===== config.mk =====
export PLATFORM = sky130hd
export DESIGN_NAME = button_debounce_tap_hold_top_flat
export DESIGN_NICKNAME = d
export VERILOG_FILES = /design/src/sv/bdth_pkg.sv /design/src/sv/bdth_if.sv /design/src/sv/button_debounce_tap_hold_top.sv /design/src/flat_wrapper.sv
export SDC_FILE = /design/constraint.sdc
export NUM_CORES = 1
export LEC_CHECK = 0
export ABC_AREA = 1
export BUFFER_PORTS_ARGS = -buffer_cell sky130_fd_sc_hd__buf_2
export CAP_MARGIN = 40
export CORE_MARGIN = 2
export CORE_UTILIZATION = 45
export DETAILED_ROUTE_END_ITERATION = 12
export PLACE_DENSITY = 0.66
export SETUP_SLACK_MARGIN = 0.02
export SLEW_MARGIN = 20
export SYNTH_ARGS = -nofsm -noshare
export SYNTH_HDL_FRONTEND = slang
export SYNTH_SLANG_ARGS = --single-unit
export TNS_END_PERCENT = 100

===== constraint.sdc =====
create_clock -name clk -period 4.2 [get_ports clk]
set_input_delay 0.63 -clock clk [delete_from_list [all_inputs] [get_ports clk]]
set_output_delay 0.63 -clock clk [all_outputs]
set_load 0.02 [all_outputs]

===== src/sv/bdth_pkg.sv =====
// Shared constants and types for the button debounce / tap / hold block.
`timescale 1ns / 1ps
package bdth_pkg;

    // Width of the debounce and press timers.
    localparam int TIMER_WIDTH = 16;

    localparam int CFG_DATA_W  = 16;
    localparam int CFG_INDEX_W = 2;

    // Timers and 16-bit registers are compared at a common width.
    localparam int CMP_W = (TIMER_WIDTH > CFG_DATA_W) ? TIMER_WIDTH : CFG_DATA_W;

    typedef logic [TIMER_WIDTH-1:0] timer_t;
    typedef logic [CFG_DATA_W-1:0]  ticks_t;

    localparam timer_t TIMER_MAX = {TIMER_WIDTH{1'b1}};

    typedef enum logic [CFG_INDEX_W-1:0] {
        CFG_ACTIVE_LOW     = 2'd0,
        CFG_DEBOUNCE_TICKS = 2'd1,
        CFG_MIN_TAP_TICKS  = 2'd2,
        CFG_HOLD_TICKS     = 2'd3
    } cfg_index_t;

    localparam ticks_t RST_DEBOUNCE_TICKS = 16'd30;
    localparam ticks_t RST_MIN_TAP_TICKS  = 16'd30;
    localparam ticks_t RST_HOLD_TICKS     = 16'd1000;

    function automatic timer_t sat_inc(input timer_t v);
        timer_t r;
        r = (v == TIMER_MAX) ? TIMER_MAX : v + timer_t'(1);
        return r;
    endfunction

    // Unsigned a >= b with the timer zero-extended against a 16-bit register.
    function automatic logic timer_ge(input timer_t t, input ticks_t lim);
        logic [CMP_W-1:0] a;
        logic [CMP_W-1:0] b;
        a = CMP_W'(t);
        b = CMP_W'(lim);
        return (a >= b);
    endfunction

endpackage


===== src/sv/bdth_if.sv =====
// Valid/ready channel interfaces for tick input beats and event result beats.
`timescale 1ns / 1ps
interface bdth_in_if;
    logic valid;
    logic ready;
    logic raw_level;
    logic resync;

    modport source (output valid, output raw_level, output resync, input ready);
    modport sink   (input valid, input raw_level, input resync, output ready);
    modport monitor (input valid, input raw_level, input resync, input ready);
endinterface

interface bdth_out_if;
    logic valid;
    logic ready;
    logic is_down;
    logic down_event;
    logic tap_event;
    logic hold_event;

    modport source (output valid, output is_down, output down_event,
                    output tap_event, output hold_event, input ready);
    modport sink   (input valid, input is_down, input down_event,
                    input tap_event, input hold_event, output ready);
    modport monitor (input valid, input is_down, input down_event,
                     input tap_event, input hold_event, input ready);
endinterface


===== src/sv/button_debounce_tap_hold_top.sv =====
// Button debounce with tap and hold event detection, one tick per beat.
//
// in_ch carries one tick per beat: the raw pin level and a resync flag.
// out_ch returns exactly one result beat per tick: the debounced pressed
// state and one-tick down, tap and hold pulses.
// Configuration (polarity, debounce, minimum tap and hold times) is written
// through cfg_wen / cfg_index / cfg_data; the user must do so only while no
// tick is in flight, which the block itself does not enforce.
// A tick accepted on in_ch is registered, evaluated against the button
// state and written to the result register that drives out_ch. Throughput:
// 1 tick per cycle while out_ch is not stalled. The state update is one
// pass of saturating increments and compares from the input register into
// the result register. A stalled receiver holds the result register; the
// input register still takes one more tick, then in_ch.ready drops until
// the result is taken. Reset clears both valid flags and the button state
// and loads the default configuration (active low, 30 / 30 / 1000 ticks).
`timescale 1ns / 1ps
module button_debounce_tap_hold_top (
    input  logic                          clk,
    input  logic                          rst_n,
    bdth_in_if.sink                       in_ch,
    bdth_out_if.source                    out_ch,
    input  logic                          cfg_wen,
    input  logic [bdth_pkg::CFG_INDEX_W-1:0] cfg_index,
    input  logic [bdth_pkg::CFG_DATA_W-1:0]  cfg_data
);
    import bdth_pkg::*;

    // Configuration
    logic   active_low_reg;
    ticks_t debounce_ticks_reg;
    ticks_t min_tap_ticks_reg;
    ticks_t hold_ticks_reg;

    // Input register
    logic in_valid_reg;
    logic raw_level_reg;
    logic resync_reg;

    // Button state
    logic   last_raw_reg,       last_raw_next;
    logic   stable_level_reg,   stable_level_next;
    timer_t since_change_reg,   since_change_next;
    timer_t press_time_reg,     press_time_next;
    logic   hold_done_reg,      hold_done_next;
    logic   saw_press_edge_reg, saw_press_edge_next;

    // Result register
    logic out_valid_reg;
    logic is_down_reg;
    logic down_event_reg, down_event_next;
    logic tap_event_reg,  tap_event_next;
    logic hold_event_reg, hold_event_next;

    logic advance;
    logic pressed;

    assign advance      = in_valid_reg && (!out_valid_reg || out_ch.ready);
    assign in_ch.ready  = !in_valid_reg || advance;
    assign pressed      = active_low_reg ? !raw_level_reg : raw_level_reg;

    always_ff @(posedge clk or negedge rst_n)
    begin
        if (!rst_n)
        begin
            active_low_reg     <= 1'b1;
            debounce_ticks_reg <= RST_DEBOUNCE_TICKS;
            min_tap_ticks_reg  <= RST_MIN_TAP_TICKS;
            hold_ticks_reg     <= RST_HOLD_TICKS;
        end
        else if (cfg_wen)
        begin
            case (cfg_index_t'(cfg_index))
                CFG_ACTIVE_LOW:     active_low_reg     <= cfg_data[0];
                CFG_DEBOUNCE_TICKS: debounce_ticks_reg <= cfg_data;
                CFG_MIN_TAP_TICKS:  min_tap_ticks_reg  <= cfg_data;
                CFG_HOLD_TICKS:     hold_ticks_reg     <= cfg_data;
                default:            ;
            endcase
        end
    end

    always_comb
    begin
        timer_t pt_inc;
        logic   settle;

        last_raw_next       = last_raw_reg;
        stable_level_next   = stable_level_reg;
        since_change_next   = since_change_reg;
        press_time_next     = press_time_reg;
        hold_done_next      = hold_done_reg;
        saw_press_edge_next = saw_press_edge_reg;
        down_event_next     = 1'b0;
        tap_event_next      = 1'b0;
        hold_event_next     = 1'b0;
        pt_inc              = sat_inc(press_time_reg);
        settle              = 1'b0;

        if (resync_reg)
        begin
            last_raw_next       = pressed;
            stable_level_next   = pressed;
            since_change_next   = '0;
            press_time_next     = '0;
            hold_done_next      = 1'b0;
            saw_press_edge_next = 1'b0;
        end
        else
        begin
            press_time_next = pt_inc;
            if (pressed != last_raw_reg)
            begin
                last_raw_next     = pressed;
                since_change_next = '0;
            end
            else
            begin
                since_change_next = sat_inc(since_change_reg);
            end

            settle = timer_ge(since_change_next, debounce_ticks_reg) &&
                     (stable_level_reg != last_raw_next);
            if (settle)
            begin
                stable_level_next = last_raw_next;
                if (last_raw_next)
                begin
                    press_time_next     = '0;
                    hold_done_next      = 1'b0;
                    saw_press_edge_next = 1'b1;
                    down_event_next     = 1'b1;
                end
                else
                begin
                    tap_event_next = saw_press_edge_reg && !hold_done_reg &&
                                     timer_ge(pt_inc, min_tap_ticks_reg);
                    saw_press_edge_next = 1'b0;
                end
            end

            if (stable_level_next && !hold_done_next &&
                timer_ge(press_time_next, hold_ticks_reg))
            begin
                hold_done_next  = 1'b1;
                hold_event_next = 1'b1;
            end
        end
    end

    always_ff @(posedge clk or negedge rst_n)
    begin
        if (!rst_n)
        begin
            in_valid_reg       <= 1'b0;
            out_valid_reg      <= 1'b0;
            last_raw_reg       <= 1'b0;
            stable_level_reg   <= 1'b0;
            since_change_reg   <= '0;
            press_time_reg     <= '0;
            hold_done_reg      <= 1'b0;
            saw_press_edge_reg <= 1'b0;
        end
        else
        begin
            if (in_ch.ready)
            begin
                in_valid_reg <= in_ch.valid;
            end
            if (advance)
            begin
                out_valid_reg      <= 1'b1;
                last_raw_reg       <= last_raw_next;
                stable_level_reg   <= stable_level_next;
                since_change_reg   <= since_change_next;
                press_time_reg     <= press_time_next;
                hold_done_reg      <= hold_done_next;
                saw_press_edge_reg <= saw_press_edge_next;
            end
            else if (out_ch.ready)
            begin
                out_valid_reg <= 1'b0;
            end
        end
    end

    // Payload registers, no reset needed
    always_ff @(posedge clk)
    begin
        if (in_ch.ready && in_ch.valid)
        begin
            raw_level_reg <= in_ch.raw_level;
            resync_reg    <= in_ch.resync;
        end
        if (advance)
        begin
            is_down_reg    <= stable_level_next;
            down_event_reg <= down_event_next;
            tap_event_reg  <= tap_event_next;
            hold_event_reg <= hold_event_next;
        end
    end

    assign out_ch.valid      = out_valid_reg;
    assign out_ch.is_down    = is_down_reg;
    assign out_ch.down_event = down_event_reg;
    assign out_ch.tap_event  = tap_event_reg;
    assign out_ch.hold_event = hold_event_reg;

endmodule


===== src/flat_wrapper.sv =====
// flat-port wrapper written by rule: the top's interface ports become plain ports
module button_debounce_tap_hold_top_flat import bdth_pkg::*;
  (clk, rst_n, cfg_wen, cfg_index, cfg_data, in_ch_valid, in_ch_raw_level, in_ch_resync, in_ch_ready, out_ch_valid, out_ch_is_down, out_ch_down_event, out_ch_tap_event, out_ch_hold_event, out_ch_ready);
  bdth_in_if in_ch_i ();
  bdth_out_if out_ch_i ();
  input  logic clk;
  input  logic rst_n;
  input  logic cfg_wen;
  input  logic [bdth_pkg::CFG_INDEX_W-1:0] cfg_index;
  input  logic [bdth_pkg::CFG_DATA_W-1:0] cfg_data;
  input wire logic [$bits(in_ch_i.valid)-1:0] in_ch_valid;
  input wire logic [$bits(in_ch_i.raw_level)-1:0] in_ch_raw_level;
  input wire logic [$bits(in_ch_i.resync)-1:0] in_ch_resync;
  output wire logic [$bits(in_ch_i.ready)-1:0] in_ch_ready;
  output wire logic [$bits(out_ch_i.valid)-1:0] out_ch_valid;
  output wire logic [$bits(out_ch_i.is_down)-1:0] out_ch_is_down;
  output wire logic [$bits(out_ch_i.down_event)-1:0] out_ch_down_event;
  output wire logic [$bits(out_ch_i.tap_event)-1:0] out_ch_tap_event;
  output wire logic [$bits(out_ch_i.hold_event)-1:0] out_ch_hold_event;
  input wire logic [$bits(out_ch_i.ready)-1:0] out_ch_ready;
  assign in_ch_i.valid = in_ch_valid;
  assign in_ch_i.raw_level = in_ch_raw_level;
  assign in_ch_i.resync = in_ch_resync;
  assign in_ch_ready = in_ch_i.ready;
  assign out_ch_valid = out_ch_i.valid;
  assign out_ch_is_down = out_ch_i.is_down;
  assign out_ch_down_event = out_ch_i.down_event;
  assign out_ch_tap_event = out_ch_i.tap_event;
  assign out_ch_hold_event = out_ch_i.hold_event;
  assign out_ch_i.ready = out_ch_ready;
  button_debounce_tap_hold_top u_core (.clk(clk), .rst_n(rst_n), .in_ch(in_ch_i), .out_ch(out_ch_i), .cfg_wen(cfg_wen), .cfg_index(cfg_index), .cfg_data(cfg_data));
endmodule

==> impl_metrics.ini <==
[outcome]
status = finished, final reports clean

[clocking]
clkTransAtPathRegs_ns = 0.07
clockRootBuffer = clkbuf_16
cts-htree-levels = 3
clock-sinks = 93
cts_buffer_depth = 2
cts_hold_buf = 0
cts_tree = yes
cts_made_buffers = 9
insertion_delay_ns = 0.35

[place]
dp.cells = 955
postPlaceCellArea_mm2 = 0.00627
post-dp-hpwl_um = 10800
finalWeightedCongestion = 0.880
portBuffers = 30

[timing]
finalHoldViolations = 0
worst_pin_slew_ns = 0.723
setup_viol = 0
fin_skew_ns = 0.0115
finalCritPeriodShare = 0.971
finalMaxSlewViolations = 0
fmax_ghz = 0.245
slew_headroom = 0.517
period_minus_slack_ns = 4.08
rsz0062_at_grt = true

[pwr]
pwr-share-clk = 0.321
total_leakage_power_nw = 3.60
p_switching_uw = 931
sequentialPowerShare = 0.401
pwr-share-comb = 0.278
intPower_mw = 1.85
peakVddDrop_uv = 277
pwr_density_cell_mw_per_mm2 = 393
sw_frac_of_total = 0.334

[critical_path]
path_max_fanout = 8
slowest_stage = dfrtp_1
critPathLaunchType = flip-flop
path_class = flip-flop to flip-flop
crit_buf_inv = 3
reg2reg_slack_ns = 0.12
slowest_delay_ns = 0.39
cp.required_ns = 4.30
cp.arrival_ns = 4.18
endpoint_kind = flip-flop
path_delay_family = simple AND/OR/NAND/NOR gates

[global_routing]
grt_max_degree = 53
globalRouteMet1Util = 0.295
grt_pass1_vias = 5019
grt_util_all_layers = 0.219
grt_overflow_total = 0
grt_pass1_wl_um = 24400
busiest_layer = met2
grtUsageMet2 = 0.355
use_met3 = 0.0465
antenna_found_initial = 0

[detailed_routing]
drc = 0
vias_per_cell = 5.27
drt_pass1_iterations = 5
num_vias = 5188
wl_um = 14900
drtIter0Drc = 412
routedWlPerCell_um = 15.2
postRouteAntennaNets = 0

[min_path]
min_path_type = input pin to async pin

[logic_synthesis]
synth_edf_count = 6
yosysWarnings = 0
yosys_most_used_dff = dfrtp_1
seq_area_frac_synth = 0.407
synthCells = 757
yosys.area.top_type = dfrtp_1
synth_top_area_frac = 0.309
syn_nets = 834
synth_area_leaders = dfrtp_1 (31%), nand2_1 (12%), ha_1 (11%)
syn_area_per_cell_um2 = 7.71
async_reset_ff_frac = 0.935
netlist_area_mm2 = 0.00584
synth_cell_types = 38
ys_seq_elements = 93

[layout]
seqCellArea_mm2 = 0.00238
antenna_cells = 0
drive_gt1_frac = 0.218
stdcell_count = 985
final_nets = 885
final_cell_area_mm2 = 0.00708
multi_input_area_mm2 = 0.00321
syn_to_final_growth_pct = 21.2
fillers = 1162

[floorplanning]
core_area_mm2 = 0.0126
dieArea_mm2 = 0.0139
pin_count = 31
start_util = 0.463
die_w_um = 118
rows = 41
die_h_um = 118

[flow_run]
drv_cap = 0
==> synth_stat cells, types with 3 or more instances <==
master      n
buf_2       3
o22ai_1    13
edfxtp_1    6
dfrtp_1    72
ha_1       52
a22o_1      3
nand3_2     3
nor2_1     32
a21oi_1    27
dfstp_2    15
nor2_2      4
xor2_1      6
nand2_1   194
nand2_2     4
clkbuf_1   12
inv_1     139
o21ai_0    70
or2_1       3
nand4_1    12
inv_2       3
or2_2       3
o21ai_1     6
nand3_1    38
nor3_1     10
a31oi_1     6
==> what timing repair did <==
action / CTS / global route
resized for setup: 1 / 86
buffers inserted: 0 / 12
gates cloned: 1 / 1
pin swaps: 1 / 43
endpoints found under the setup margin: 2 / 2
==> worst register-to-register path, delay by kind of cell (launching register included) <==
family                     cells  cell delay [ns]
DFF                            1             0.39
and+or+nand+nor               15             1.68
buffers and inverters          3             0.23
adders and majority gates      3             0.70
AOI/OAI and AO/OA              5             0.83
==> kinds of logic (layout without fill, tap and decap cells) <==
logic type                 count (synthesis)  count (layout)  share of synthesized area
buffers and inverters                    161             215                      0.107
xor gates and xnor gates                   8               8                     0.0120
AOI/OAI and AO/OA                        136             136                      0.134
and+or+nand+nor                          307             309                      0.229
adders and majority gates                 52              52                      0.111
DFF                                       93              93                      0.407
==> cells in the final DEF, fill, tap and decap left out, drive strengths merged, types with 2 or more instances in the layout <==
cell type and n:
xnor2 2, xor2 6, dfrtp 72, bufinv 2, nand3 43, edfxtp 6, nand2 199, ha 52
o21ai 78, a31oi 8, a21oi 30, clkinv 4, nor2 36, nand4 12, o22ai 13, or2 6
nor3 13, buf 55, dfstp 15, o21a 2, a22o 3, inv 144, clkbuf 10
==> worst paths after layout <==
path,startpoint,cells after the start,endpoint
hold reg to reg,u_core.hold_ticks_reg[12],2,u_core.hold_ticks_reg[12]
max in group asynchronous,rst_n,2,u_core.hold_ticks_reg[9]
min in group clk,in_ch_resync,1,u_core.resync_reg
hold / removal,rst_n,1,u_core.debounce_ticks_reg[7]
setup / recovery,u_core.since_change_reg[1],26,u_core.out_ch.hold_event
setup reg to reg,u_core.since_change_reg[1],26,u_core.out_ch.hold_event
==> through the flow <==
| step | TNS, ns | hold slack (ns) | util | power, mW | setup WS, ns |
|---|---|---|---|---|---|
| 6_report | 0 | 0.312 | 0.561 | 2.78 | 0.120 |
| 5_1_grt | -0.135 | 0.362 | 0.561 | 2.97 | -0.0763 |
| 4_1_cts | 0 | 0.339 | 0.524 | 2.72 | 0.0736 |
| 3_5_place_dp | -0.0164 | 0.474 | 0.497 | 1.81 | -0.0151 |
| 3_3_place_gp | 0 | 0.463 | 0.492 | 1.77 | 0.161 |
| 2_1_floorplan | 0 | 0.334 | - | 1.56 | 0.363 |
==> power groups by stage <==
stage | Clock [mW] | Combinational (mW) | Sequential (mW)
2_1_floorplan | 0 | 0.447 | 1.11
3_3_place_gp | 0 | 0.647 | 1.12
3_5_place_dp | 0 | 0.678 | 1.13
4_1_cts | 0.917 | 0.691 | 1.11
5_1_grt | 0.957 | 0.882 | 1.13
6_report | 0.894 | 0.774 | 1.11
==> layer usage <==
metal,wire (um),part of all wire
met1,6720,0.45
met2,7020,0.47
met5,0,0
met3,796,0.053
met4,386,0.026
==> final cells by class <==
class	instances	area share
clock buffers	10	0.0323
clock inverters	6	0.0131
inverters	144	0.0785
multi-input cells	505	0.454
flip-flops and latches	93	0.336
well taps	172	0.0304
repair buffers	55	0.0559
Power figures use the tool's default switching activity.
